**config.mk**
```make
export PLATFORM = sky130hd
export DESIGN_NAME = linked_queue_manager_core_flat
export DESIGN_NICKNAME = d
export VERILOG_FILES = /design/src/hdl/lqm_pkg.sv /design/src/hdl/lqm_req_if.sv /design/src/hdl/lqm_rsp_if.sv /design/src/hdl/lqm_ram.sv /design/src/hdl/linked_queue_manager_core.sv /design/src/flat_wrapper.sv
export SDC_FILE = /design/constraint.sdc
export NUM_CORES = 2
export LEC_CHECK = 0
export BUFFER_PORTS_ARGS = -buffer_cell sky130_fd_sc_hd__buf_2
export CAP_MARGIN = 20
export CELL_PAD_IN_SITES_DETAIL_PLACEMENT = 0
export CELL_PAD_IN_SITES_GLOBAL_PLACEMENT = 2
export CORE_MARGIN = 3
export CORE_UTILIZATION = 30
export CTS_CLUSTER_DIAMETER = 60
export DETAILED_ROUTE_END_ITERATION = 6
export PLACE_DENSITY = 0.58
export SYNTH_ARGS = -nofsm -noshare
export SYNTH_HDL_FRONTEND = slang
export SYNTH_SLANG_ARGS = --single-unit
```
**constraint.sdc**
```tcl
create_clock -name clock -period 12.3 [get_ports clock]
set_input_delay 0.615 -clock clock [delete_from_list [all_inputs] [get_ports clock]]
set_output_delay 0.615 -clock clock [all_outputs]
set_load 0.05 [all_outputs]
```
**src/hdl/lqm_pkg.sv**
```systemverilog
// ----------------------------------------------------------------------------
// lqm_pkg
// Types, operation codes and status codes of the linked queue manager.
// ----------------------------------------------------------------------------
`default_nettype none

package lqm_pkg;

   localparam int SLOT_W     = 6;
   localparam int SLOT_COUNT = 1 << SLOT_W;
   localparam int OBJ_W      = 32;
   localparam int LEN_W      = 7;
   localparam int OP_W       = 3;
   localparam int STATUS_W   = 3;

   typedef logic [SLOT_W-1:0]   slot_type;
   typedef logic [OBJ_W-1:0]    obj_type;
   typedef logic [LEN_W-1:0]    len_type;
   typedef logic [OP_W-1:0]     op_type;
   typedef logic [STATUS_W-1:0] status_type;

   localparam op_type OP_PUSH   = 3'd0;
   localparam op_type OP_POP    = 3'd1;
   localparam op_type OP_REMOVE = 3'd2;
   localparam op_type OP_QUERY  = 3'd3;
   localparam op_type OP_FIRST  = 3'd4;
   localparam op_type OP_STEP   = 3'd5;

   localparam status_type STAT_OK         = 3'd0;
   localparam status_type STAT_EMPTY      = 3'd1;
   localparam status_type STAT_ALREADY    = 3'd2;
   localparam status_type STAT_NOT_MEMBER = 3'd3;
   localparam status_type STAT_END        = 3'd4;

endpackage

`default_nettype wire

```
**src/hdl/lqm_req_if.sv**
```systemverilog
// ----------------------------------------------------------------------------
// lqm_req_if
// Request channel of the linked queue manager: valid/ready and one operation.
// ----------------------------------------------------------------------------
`default_nettype none

interface lqm_req_if
   import lqm_pkg::*;
();
   logic     valid;
   logic     ready;
   op_type   opcode;
   slot_type slot_index;
   obj_type  object_value;

   modport source (output valid, output opcode, output slot_index,
                   output object_value, input ready);
   modport sink   (input valid, input opcode, input slot_index,
                   input object_value, output ready);
endinterface

`default_nettype wire

```
**src/hdl/lqm_rsp_if.sv**
```systemverilog
// ----------------------------------------------------------------------------
// lqm_rsp_if
// Response channel of the linked queue manager: valid/ready and one result.
// ----------------------------------------------------------------------------
`default_nettype none

interface lqm_rsp_if
   import lqm_pkg::*;
();
   logic       valid;
   logic       ready;
   status_type status;
   slot_type   result_slot;
   obj_type    result_object;
   logic       is_member;
   len_type    queue_length;

   modport source (output valid, output status, output result_slot,
                   output result_object, output is_member, output queue_length,
                   input ready);
   modport sink   (input valid, input status, input result_slot,
                   input result_object, input is_member, input queue_length,
                   output ready);
endinterface

`default_nettype wire

```
**src/hdl/lqm_ram.sv**
```systemverilog
// ----------------------------------------------------------------------------
// lqm_ram
// Generic simple dual-port RAM: one write port, one read port, registered read.
// ----------------------------------------------------------------------------
`default_nettype none

module lqm_ram #(
   parameter int WIDTH = 8,
   parameter int DEPTH = 64,
   localparam int AW   = $clog2(DEPTH)
) (
   input  wire logic             clock,
   input  wire logic             wr_en,
   input  wire logic [AW-1:0]    wr_addr,
   input  wire logic [WIDTH-1:0] wr_data,
   input  wire logic             rd_en,
   input  wire logic [AW-1:0]    rd_addr,
   output logic      [WIDTH-1:0] rd_data
);

   logic [WIDTH-1:0] mem_ff [DEPTH];
   logic [WIDTH-1:0] rd_data_ff;

   always_ff @(posedge clock) begin
      if (wr_en) begin
         mem_ff[wr_addr] <= wr_data;
      end
      if (rd_en) begin
         rd_data_ff <= mem_ff[rd_addr];
      end
   end

   assign rd_data = rd_data_ff;

endmodule

`default_nettype wire

```
**src/hdl/linked_queue_manager_core.sv**
```systemverilog
// ----------------------------------------------------------------------------
// linked_queue_manager_core
// FIFO queue threaded through a pool of 64 slots with prev/next links.
// ----------------------------------------------------------------------------
// Usage:
//   req_ch carries one operation per beat: push, pop, remove, membership
//   query, first, or step toward the tail. rsp_ch returns exactly one result
//   beat per request, in order, with status, slot, object word, membership of
//   the given slot before the operation and the queue length after it.
//   The block works on one request at a time. req_ch.ready is high only while
//   the sequencer is idle; a request runs from accept to the next accept in
//   steps set by the single registered read port of the link and object
//   memories: read, relink, post the result, and for step a second object
//   read at the successor slot before the post.
//   The result passes through the result and output registers onto rsp_ch.
//   A waiting result sits in the output register; a new request is still
//   taken, but its result is held back until the receiver takes the old one.
//   Synchronous reset empties the queue: all membership flags, head, tail and
//   length clear at once, no clearing pass. Link and object memories are not
//   cleared; the queue never uses an entry before writing it.
// ----------------------------------------------------------------------------
`default_nettype none

module linked_queue_manager_core
   import lqm_pkg::*;
(
   input  wire logic clock,
   input  wire logic reset,
   lqm_req_if.sink   req_ch,
   lqm_rsp_if.source rsp_ch
);

   localparam logic [2:0] ST_IDLE = 3'd0;
   localparam logic [2:0] ST_RD   = 3'd1;
   localparam logic [2:0] ST_LINK = 3'd2;
   localparam logic [2:0] ST_OBJ  = 3'd3;
   localparam logic [2:0] ST_FIN  = 3'd4;

   logic [2:0] state_ff, state_in;

   op_type   op_ff, op_in;
   slot_type slot_ff, slot_in;
   obj_type  obj_ff, obj_in;
   logic     was_ff, was_in;

   slot_type head_ff, head_in;
   slot_type tail_ff, tail_in;
   len_type  len_ff, len_in;
   logic [SLOT_COUNT-1:0] flag_ff, flag_in;

   status_type res_status_ff, res_status_in;
   slot_type   res_slot_ff, res_slot_in;
   obj_type    res_obj_ff, res_obj_in;

   logic       rsp_valid_ff, rsp_valid_in;
   status_type rsp_status_ff, rsp_status_in;
   slot_type   rsp_slot_ff, rsp_slot_in;
   obj_type    rsp_obj_ff, rsp_obj_in;
   logic       rsp_member_ff, rsp_member_in;
   len_type    rsp_len_ff, rsp_len_in;

   // memory ports
   logic     link_rd_en;
   slot_type link_rd_addr;
   slot_type prev_rd, next_rd;
   logic     prev_we, next_we;
   slot_type prev_wa, prev_wd, next_wa, next_wd;
   logic     obj_rd_en;
   slot_type obj_rd_addr;
   obj_type  obj_rd;
   logic     obj_we;

   logic accept;

   assign req_ch.ready = (state_ff == ST_IDLE);
   assign accept       = req_ch.valid && req_ch.ready;

   lqm_ram #(.WIDTH(SLOT_W), .DEPTH(SLOT_COUNT)) u_prev_ram (
      .clock   (clock),
      .wr_en   (prev_we),
      .wr_addr (prev_wa),
      .wr_data (prev_wd),
      .rd_en   (link_rd_en),
      .rd_addr (link_rd_addr),
      .rd_data (prev_rd)
   );

   lqm_ram #(.WIDTH(SLOT_W), .DEPTH(SLOT_COUNT)) u_next_ram (
      .clock   (clock),
      .wr_en   (next_we),
      .wr_addr (next_wa),
      .wr_data (next_wd),
      .rd_en   (link_rd_en),
      .rd_addr (link_rd_addr),
      .rd_data (next_rd)
   );

   lqm_ram #(.WIDTH(OBJ_W), .DEPTH(SLOT_COUNT)) u_obj_ram (
      .clock   (clock),
      .wr_en   (obj_we),
      .wr_addr (slot_ff),
      .wr_data (obj_ff),
      .rd_en   (obj_rd_en),
      .rd_addr (obj_rd_addr),
      .rd_data (obj_rd)
   );

   always_comb begin
      state_in      = state_ff;
      op_in         = op_ff;
      slot_in       = slot_ff;
      obj_in        = obj_ff;
      was_in        = was_ff;
      head_in       = head_ff;
      tail_in       = tail_ff;
      len_in        = len_ff;
      flag_in       = flag_ff;
      res_status_in = res_status_ff;
      res_slot_in   = res_slot_ff;
      res_obj_in    = res_obj_ff;
      rsp_valid_in  = rsp_valid_ff;
      rsp_status_in = rsp_status_ff;
      rsp_slot_in   = rsp_slot_ff;
      rsp_obj_in    = rsp_obj_ff;
      rsp_member_in = rsp_member_ff;
      rsp_len_in    = rsp_len_ff;

      link_rd_en   = 1'b0;
      link_rd_addr = (op_ff inside {OP_POP, OP_FIRST}) ? head_ff : slot_ff;
      obj_rd_en    = 1'b0;
      obj_rd_addr  = link_rd_addr;
      prev_we      = 1'b0;
      prev_wa      = slot_ff;
      prev_wd      = tail_ff;
      next_we      = 1'b0;
      next_wa      = tail_ff;
      next_wd      = slot_ff;
      obj_we       = 1'b0;

      if (rsp_valid_ff && rsp_ch.ready) begin
         rsp_valid_in = 1'b0;
      end

      case (state_ff)
         ST_IDLE: begin
            if (accept) begin
               op_in    = req_ch.opcode;
               slot_in  = req_ch.slot_index;
               obj_in   = req_ch.object_value;
               was_in   = flag_ff[req_ch.slot_index];
               state_in = ST_RD;
            end
         end
         ST_RD: begin
            link_rd_en = 1'b1;
            obj_rd_en  = 1'b1;
            state_in   = ST_LINK;
         end
         ST_LINK: begin
            res_status_in = STAT_OK;
            res_slot_in   = '0;
            res_obj_in    = '0;
            state_in      = ST_FIN;
            case (op_ff)
               OP_PUSH: begin
                  if (was_ff) begin
                     res_status_in = STAT_ALREADY;
                  end else begin
                     obj_we            = 1'b1;
                     flag_in[slot_ff]  = 1'b1;
                     if (len_ff == '0) begin
                        head_in = slot_ff;
                     end else begin
                        next_we = 1'b1;
                        prev_we = 1'b1;
                     end
                     tail_in     = slot_ff;
                     len_in      = len_ff + LEN_W'(1);
                     res_slot_in = slot_ff;
                     res_obj_in  = obj_ff;
                  end
               end
               OP_POP: begin
                  if (len_ff == '0) begin
                     res_status_in = STAT_EMPTY;
                  end else begin
                     flag_in[head_ff] = 1'b0;
                     len_in           = len_ff - LEN_W'(1);
                     // head stays put when the last member leaves
                     if (len_ff != LEN_W'(1)) begin
                        head_in = next_rd;
                     end
                     res_slot_in = head_ff;
                     res_obj_in  = obj_rd;
                  end
               end
               OP_REMOVE: begin
                  if (!was_ff) begin
                     res_status_in = STAT_NOT_MEMBER;
                  end else begin
                     if (slot_ff == head_ff && slot_ff == tail_ff) begin
                        // last member leaves, pointers untouched
                     end else if (slot_ff == head_ff) begin
                        head_in = next_rd;
                     end else if (slot_ff == tail_ff) begin
                        tail_in = prev_rd;
                     end else begin
                        // splice neighbors around the removed slot
                        next_we = 1'b1;
                        next_wa = prev_rd;
                        next_wd = next_rd;
                        prev_we = 1'b1;
                        prev_wa = next_rd;
                        prev_wd = prev_rd;
                     end
                     flag_in[slot_ff] = 1'b0;
                     len_in           = len_ff - LEN_W'(1);
                     res_slot_in      = slot_ff;
                     res_obj_in       = obj_rd;
                  end
               end
               OP_QUERY: begin
                  res_slot_in = slot_ff;
               end
               OP_FIRST: begin
                  if (len_ff == '0) begin
                     res_status_in = STAT_EMPTY;
                  end else begin
                     res_slot_in = head_ff;
                     res_obj_in  = obj_rd;
                  end
               end
               OP_STEP: begin
                  if (!was_ff) begin
                     res_status_in = STAT_NOT_MEMBER;
                  end else if (slot_ff == tail_ff) begin
                     res_status_in = STAT_END;
                  end else begin
                     // second object read at the successor
                     obj_rd_en   = 1'b1;
                     obj_rd_addr = next_rd;
                     res_slot_in = next_rd;
                     state_in    = ST_OBJ;
                  end
               end
               default: begin
               end
            endcase
         end
         ST_OBJ: begin
            res_obj_in = obj_rd;
            state_in   = ST_FIN;
         end
         ST_FIN: begin
            if (!rsp_valid_ff || rsp_ch.ready) begin
               rsp_valid_in  = 1'b1;
               rsp_status_in = res_status_ff;
               rsp_slot_in   = res_slot_ff;
               rsp_obj_in    = res_obj_ff;
               rsp_member_in = was_ff;
               rsp_len_in    = len_ff;
               state_in      = ST_IDLE;
            end
         end
         default: begin
            state_in = ST_IDLE;
         end
      endcase
   end

   always_ff @(posedge clock) begin
      if (reset) begin
         state_ff     <= ST_IDLE;
         head_ff      <= '0;
         tail_ff      <= '0;
         len_ff       <= '0;
         flag_ff      <= '0;
         rsp_valid_ff <= 1'b0;
      end else begin
         state_ff     <= state_in;
         head_ff      <= head_in;
         tail_ff      <= tail_in;
         len_ff       <= len_in;
         flag_ff      <= flag_in;
         rsp_valid_ff <= rsp_valid_in;
      end
   end

   always_ff @(posedge clock) begin
      op_ff         <= op_in;
      slot_ff       <= slot_in;
      obj_ff        <= obj_in;
      was_ff        <= was_in;
      res_status_ff <= res_status_in;
      res_slot_ff   <= res_slot_in;
      res_obj_ff    <= res_obj_in;
      rsp_status_ff <= rsp_status_in;
      rsp_slot_ff   <= rsp_slot_in;
      rsp_obj_ff    <= rsp_obj_in;
      rsp_member_ff <= rsp_member_in;
      rsp_len_ff    <= rsp_len_in;
   end

   assign rsp_ch.valid         = rsp_valid_ff;
   assign rsp_ch.status        = rsp_status_ff;
   assign rsp_ch.result_slot   = rsp_slot_ff;
   assign rsp_ch.result_object = rsp_obj_ff;
   assign rsp_ch.is_member     = rsp_member_ff;
   assign rsp_ch.queue_length  = rsp_len_ff;

   // length always matches the number of member flags
   a_len_matches_flags : assert property (@(posedge clock) disable iff (reset)
      $countones(flag_ff) == int'(len_ff))
      else $error("queue length disagrees with membership flags");

   a_len_bounded : assert property (@(posedge clock) disable iff (reset)
      len_ff <= LEN_W'(SLOT_COUNT))
      else $error("queue length above slot count");

   a_accept_starts_read : assert property (@(posedge clock) disable iff (reset)
      accept |=> state_ff == ST_RD)
      else $error("accepted request did not start a memory read");

   a_rsp_from_fin : assert property (@(posedge clock) disable iff (reset)
      $rose(rsp_valid_ff) |-> $past(state_ff) == ST_FIN)
      else $error("response beat raised outside the finish step");

endmodule

`default_nettype wire
```
**src/flat_wrapper.sv**
```systemverilog
// flat-port wrapper written by rule: the top's interface ports become plain ports
module linked_queue_manager_core_flat import lqm_pkg::*;
  (clock, reset, req_ch_valid, req_ch_opcode, req_ch_slot_index, req_ch_object_value, req_ch_ready, rsp_ch_valid, rsp_ch_status, rsp_ch_result_slot, rsp_ch_result_object, rsp_ch_is_member, rsp_ch_queue_length, rsp_ch_ready);
  lqm_req_if req_ch_i ();
  lqm_rsp_if rsp_ch_i ();
  input  wire logic clock;
  input  wire logic reset;
  input wire logic [$bits(req_ch_i.valid)-1:0] req_ch_valid;
  input wire logic [$bits(req_ch_i.opcode)-1:0] req_ch_opcode;
  input wire logic [$bits(req_ch_i.slot_index)-1:0] req_ch_slot_index;
  input wire logic [$bits(req_ch_i.object_value)-1:0] req_ch_object_value;
  output wire logic [$bits(req_ch_i.ready)-1:0] req_ch_ready;
  output wire logic [$bits(rsp_ch_i.valid)-1:0] rsp_ch_valid;
  output wire logic [$bits(rsp_ch_i.status)-1:0] rsp_ch_status;
  output wire logic [$bits(rsp_ch_i.result_slot)-1:0] rsp_ch_result_slot;
  output wire logic [$bits(rsp_ch_i.result_object)-1:0] rsp_ch_result_object;
  output wire logic [$bits(rsp_ch_i.is_member)-1:0] rsp_ch_is_member;
  output wire logic [$bits(rsp_ch_i.queue_length)-1:0] rsp_ch_queue_length;
  input wire logic [$bits(rsp_ch_i.ready)-1:0] rsp_ch_ready;
  assign req_ch_i.valid = req_ch_valid;
  assign req_ch_i.opcode = req_ch_opcode;
  assign req_ch_i.slot_index = req_ch_slot_index;
  assign req_ch_i.object_value = req_ch_object_value;
  assign req_ch_ready = req_ch_i.ready;
  assign rsp_ch_valid = rsp_ch_i.valid;
  assign rsp_ch_status = rsp_ch_i.status;
  assign rsp_ch_result_slot = rsp_ch_i.result_slot;
  assign rsp_ch_result_object = rsp_ch_i.result_object;
  assign rsp_ch_is_member = rsp_ch_i.is_member;
  assign rsp_ch_queue_length = rsp_ch_i.queue_length;
  assign rsp_ch_i.ready = rsp_ch_ready;
  linked_queue_manager_core u_core (.clock(clock), .reset(reset), .req_ch(req_ch_i), .rsp_ch(rsp_ch_i));
endmodule
```
* Yosys cells after proc, flatten, opt, wreduce, memory -nomap -nowiden *
Memories as Yosys holds them, arrays and structs flattened. A register that Yosys moved wholly into a read port is not among the register bits.
Index checks and enable logic that the tools add are counted.

cells by class
  add/sub/neg operators = 2
  multiplexer cells = 90
  bitwise logic cells = 5
  magnitude comparators = 5
  reductions and logical operators = 21
  equality and inequality tests = 23

operator list
  kind                                                         number
  two-way mux 6 bit                                            34
  two-way mux 64 bit                                           3
  case mux 64 bit (3 select lines)                             1
  bitwise AND 64 bit                                           2
  NOT 64 bit                                                   2
  two-way mux 32 bit                                           3
  case mux 32 bit (3 select lines)                             1
  bitwise OR 64 bit                                            1
  case mux 32 bit (2 select lines)                             1
  case mux 6 bit (5 select lines)                              1
  two-way mux 1 bit                                            24
  less-than comparator 6 x 7 -> 1 bit (second input constant)  3
  two-way mux 3 bit                                            7
  two-way mux 7 bit                                            3
  case mux 7 bit (3 select lines)                              1
  case mux 6 bit (3 select lines)                              1
  case mux 3 bit (5 select lines)                              1
  demux 1 bit (select 6 bit)                                   2
  == test 3 x 2 -> 1 bit (second input constant)               4
  == test 6 bit                                                2
  >= comparator 6 x 1 -> 1 bit (second input constant)         2
  inequality test 2 bit (second input constant)                6
  case mux 3 bit (4 select lines)                              1
  case mux 6 bit (2 select lines)                              1
  other kinds (21)                                             39

word-level totals
  register bits after elaboration = 219
  memories kept = 3
  RAM bits = 2816

memory list
  name                      depth  width  read ports  clocked after memory_dff  wr ports  RTL line       source
  u_core.u_obj_ram.mem_ff   64     32     1           1                         1         lqm_ram.sv:21  logic [WIDTH-1:0] mem_ff [DEPTH];
  u_core.u_next_ram.mem_ff  64     6      1           1                         1         lqm_ram.sv:21
  u_core.u_prev_ram.mem_ff  64     6      1           1                         1         lqm_ram.sv:21

* Longest topological paths before layout *
  depth in word-level cells = 9
  depth in mapped cells = 16
  gate-level depth less buffers = 10

* Modules after synthesis *
A second synthesis with hierarchy kept.

second synthesis, totals
  cells, all modules = 5869
  area, all modules = 120028.9 µm²

modules (own cells, without submodules)
  module                        area an instance (µm²)  cells an instance  seq. area each (µm²)  times used
  lqm_ram at u_core.u_obj_ram   79204.7                 3572               62459.9               1
  lqm_ram at u_core.u_prev_ram  15285.9                 720                11711.2               1
  lqm_ram at u_core.u_next_ram  15265.9                 729                11711.2               1
  linked_queue_manager_core     10272.4                 848                5705.5                1

* Worst setup path before layout *
No wires, ideal clock.

  kind = register -> register
  start = register u_core.slot_ff[1]
  end = memory u_core.u_prev_ram.mem_ff[11][0] in the netlist's numbering (enable)
  period minus slack after synthesis = 3895 ps
  library setup time = 350 ps
  required time = 11950 ps
  cell stages (with the launch flop) = 11
  arrival time = 3545 ps
  buffers on the path = 2
  slack = 8405 ps
  cells stage by stage = edfxtp_1 buf_2 xor2_1 nor4_1 nand2_1 nand4_1 buf_1 mux2i_1 inv_1 nand3_1 nor2_1

between the ends
  elaborated cells on any way between the ends = 17
  those cells by class = eq/ne: 2; mux: 14; reduce/logical: 1

RTL lines
  item                                RTL line                                                            source
  start, declared                     linked_queue_manager_core.sv:42                                     slot_type slot_ff, slot_in;
  start signal, assigned              linked_queue_manager_core.sv:291                                    slot_ff <= slot_in;
  == test 6 bit                       linked_queue_manager_core.sv:201, linked_queue_manager_core.sv:205
  two-way mux 6 bit (2 in a row)      n/a
  two-way mux 6 bit (*) (4 in a row)  n/a
  via u_core.next_wd[0]               linked_queue_manager_core.sv:67                                     slot_type prev_wa, prev_wd, next_wa, next_wd;
  end, declared                       lqm_ram.sv:21

The timed path passes the listed nets; every way through them passes the cells marked *.

* Worst setup path in the final report *
  start = register u_core.slot_ff[1]
  end = register u_core.u_obj_ram.rd_data_ff[28], in the netlist u_core.u_obj_ram.rd_data[28] (read register of u_core.u_obj_ram.mem_ff), data pin

between the ends
  cells in the longest elaborated chain, start to end = 5
  elaborated cells on any way between the ends = 10
  those cells by class = eq/ne: 1; mux: 9

RTL lines
  item                                                                         RTL line                                                            source
  == test 6 bit / two-way mux 6 bit (equally long branches)                    linked_queue_manager_core.sv:236, linked_queue_manager_core.sv:129
  two-way mux 1 bit / two-way mux 6 bit (equally long branches)                linked_queue_manager_core.sv:236                                    end else if (slot_ff == tail_ff) begin
  two-way mux 1 bit / two-way mux 6 bit (equally long branches)                linked_queue_manager_core.sv:234                                    if (!was_ff) begin
  two-way mux 1 bit / two-way mux 6 bit (equally long branches)                linked_queue_manager_core.sv:164                                    case (op_ff)
  case mux 1 bit (2 select lines) / two-way mux 6 bit (equally long branches)  linked_queue_manager_core.sv:144                                    case (state_ff)
  end, declared                                                                lqm_ram.sv:22                                                       logic [WIDTH-1:0] rd_data_ff;

Several ways; a longest one is shown, not always the timed one.
A chain may end at the register's enable or synchronous reset.

==> flow_summary.yaml <==
timing:
  relSlewSlack: 0.225
  hold_viol: 0
  min_period_over_period: 0.509
  final.setup.worst_slack_ns: 6.04
  fin_tns_setup_ns: 0
  skew_ns: 0.0644
  rsz0062_at_grt: "no"
  slew_viol_final: 0
  worst_hold_slack_ns: 0.154
  setup_viol: 0
  tightest_slew_ns: 1.16
  fmax_ghz: 0.160
  finalCriticalPeriod_ns: 6.26
global_routing:
  busiest_layer: "met2"
  grt_max_degree: 146
  grt_overflow: 0
  grtUsageMet2: 0.335
  grt_use_met3: 0.0226
  met1_usage: 0.271
  grt_usage: 0.198
  grt_pass1_vias: 68600
  antenna_found_initial: 30
  grt_pass1_wl_um: 570000
routing:
  drcViolationCount: 0
  wl_um: 415000
  via_count: 69500
  drt_iter0_drc: 7603
  dr.pass1.iters: 6
  viasPerCell: 5.31
  wl_per_cell_um: 31.7
  ant_nets: 0
yosys:
  synthFlopType: "edfxtp_1"
  avgSynthCellArea_um2: 16.6
  synth-seq-cells: 3079
  synth_nets: 7318
  synth_top_area_frac: 0.743
  synth_warnings: 0
  netlist_instances: 7269
  yosysUniqueCellTypes: 68
  yosysSeqAreaShare: 0.757
  yosysMostFrequentCell: "edfxtp_1"
  async_flop_share: 0
  synth.cell_area_um2: 121000
  yosysTopAreaCell: "edfxtp_1"
  synth_area_leaders: "edfxtp_1 74%, mux4_2 7.6%, nand2_1 3.5%, mux2i_1 2.0%, nand3_1 1.8%"
  yosys-top-cells-count: "2,992 x edfxtp_1, 1,118 x nand2_1, 443 x nand3_1"
  synth_edf_count: 2992
place:
  io_buffer_count: 95
  dp_slack_ns: 5.98
  dp_hpwl_um: 228000
  gp_congestion: 0.773
clocking:
  numCtsBuffers: 349
  htreeDepth: 5
  clkSinkCount: 3079
  cts_max_path_buffers: 4
  cts_root_buffer: "clkbuf_16"
  postCtsSetupRepairBufs: 0
  clk_latency_ns: 0.92
  cts_tree: "done"
  clkTransAtPathRegs_ns: 0.06
finish:
  final_nets: 7592
  drive_gt1_frac: 0.174
  final_core_util: 0.350
  fill_cells: 37600
  area_delta_synth_final_pct: 15.8
setup_path:
  critical_path_required_ns: 12.94
  path_cells: "buf_4, xor2_1, or4_4, o21ai_4, buf_4, mux2i_4, buf_4, buf_4, buf_12, buf_12, mux4_2, a22oi_1, nand4_1, or3_1"
  startpoint_type: "flop"
  end_kind: "flop"
  ff2ff_path_depth: 14
  critPathKind: "reg2reg"
  cp.arrival_ns: 6.90
  worst-path-stages: 14
  crit_family: "buffers and inverters"
  cp_max_fo: 101
  critPathSlowestCell: "buf_12"
  cpMostUsedCell: "buf_4"
  cpPeakStageDelay_ns: 0.61
  crit_buf_inv: 6
floorplan:
  num_io_pins: 96
  core_um2: 400000
  die_area_um2: 411000
  die_w_um: 641
  die_h_um: 641
  initial_core_util: 0.302
  num_rows: 232
power:
  power_density_nw_per_um2: 168
  ir_worst_vdd_uv: 115
  leakagePower_nw: 44.6
worst_hold_path:
  hold_class: "in2reg"
  hold_path_depth: 1
run_status:
  status: "completed"
run:
  drv_cap: 0
## metal layers
layer | share of wire | wire length (um)
met5 | 0.00011 | 44
met4 | 0.025 | 10400
met3 | 0.053 | 22200
met2 | 0.49 | 204000
met1 | 0.43 | 178000
## cells in the final DEF, fill, tap and decap left out, types with 62 or more instances in the layout
cell       count
clkbuf_16    353
or3_1         87
nor2_1       194
buf_2         95
nand4_1       85
nand3_1      442
a221oi_1      72
nor2_4        71
o21ai_0      202
clkbuf_1      66
mux2i_1      240
a31oi_1       84
dfxtp_1       87
o22ai_1       62
buf_4        226
clkinv_1      67
mux4_2       406
edfxtp_1    2992
nand2_1     1116
a21oi_1      169
## stage by stage
step                power (mW)  cell area [um2]  cells
floorplan                 12.9           121000   7269
global placement          13.7           129000  12400
detailed placement        13.7           129000  12400
CTS                       23.8           140000  13100
global route              24.3           140000  13100
finish                    23.6           140000  13100
## final cells by class
class	instances	area (um2)	share of cell area
multi-input cells	3724	28000	0.200
well taps	5265	6590	0.0470
flip-flops and latches	3079	91600	0.654
clock inverters	203	1830	0.0130
clock buffers	422	9120	0.0652
diodes	9	22.5	0.000161
inverters	20	75.1	0.000536
repair buffers	369	2760	0.0197
## repair_timing
item	4_1_cts	5_1_grt
resized for setup	0	0
hold endpoints to repair	37	0
endpoints found under the setup margin	0	0
hold buffers	37	0
## worst paths after layout
| path | from | end | slack [ns] |
|---|---|---|---|
| max | u_core.slot_ff[1] | u_core.u_obj_ram.rd_data[28] | 6.04 |
| min | req_ch_slot_index[3] | u_core.slot_ff[3] | 0.15 |
| max reg2reg | u_core.slot_ff[1] | u_core.u_obj_ram.rd_data[28] | 6.04 |
| min reg2reg | u_core.res_obj_ff[19] | u_core.rsp_ch.result_object[19] | 0.41 |
## sequential cells by signal, summed over array words and instances (netlist names), 3 cells and up
name,cells
u_core.res_obj_ff,32
u_core.tail_ff,6
u_core.u_prev_ram.mem_ff,384
u_core.rsp_ch.queue_length,7
u_core.state_ff,3
u_core.slot_ff,6
u_core.len_ff,7
u_core.obj_ff,32
u_core.res_status_ff,3
u_core.u_obj_ram.mem_ff,2048
u_core.u_next_ram.rd_data,6
u_core.u_next_ram.mem_ff,384
u_core.flag_ff,64
u_core.head_ff,6
u_core.rsp_ch.result_slot,6
u_core.rsp_ch.result_object,32
u_core.res_slot_ff,6
u_core.u_prev_ram.rd_data,6
u_core.op_ff,3
u_core.rsp_ch.status,3
u_core.u_obj_ram.rd_data,32
## power by group
| part | switching [mW] | internal, mW | leakage (nW) | total [mW] |
|---|---|---|---|---|
| Sequential | 0.0298 | 11.6 | 27.8 | 11.6 |
| Combinational | 1.29 | 0.560 | 11.5 | 1.85 |
| Clock | 4.30 | 5.81 | 5.35 | 10.1 |
## kinds of logic after synthesis
logic type      Yosys count  synth area share
simple gates           2156            0.0786
fa+ha+maj                 4          0.000414
mux                     660            0.0967
buf+inv                 466            0.0172
compound gates          881            0.0482
flops                  3079             0.757
xor+xnor                 23           0.00167
## worst reg2reg max path: stages (launching register included)
cell and delay (ns):
edfxtp_1 0.37, buf_4 0.21, xor2_1 0.18, or4_4 0.59
o21ai_4 0.15, buf_4 0.51, mux2i_4 0.33, buf_4 0.23
buf_4 0.60, buf_12 0.64, buf_12 0.69, mux4_2 0.71
a22oi_1 0.26, nand4_1 0.14, or3_1 0.39
Note: power is estimated with default switching activity, not from simulation.
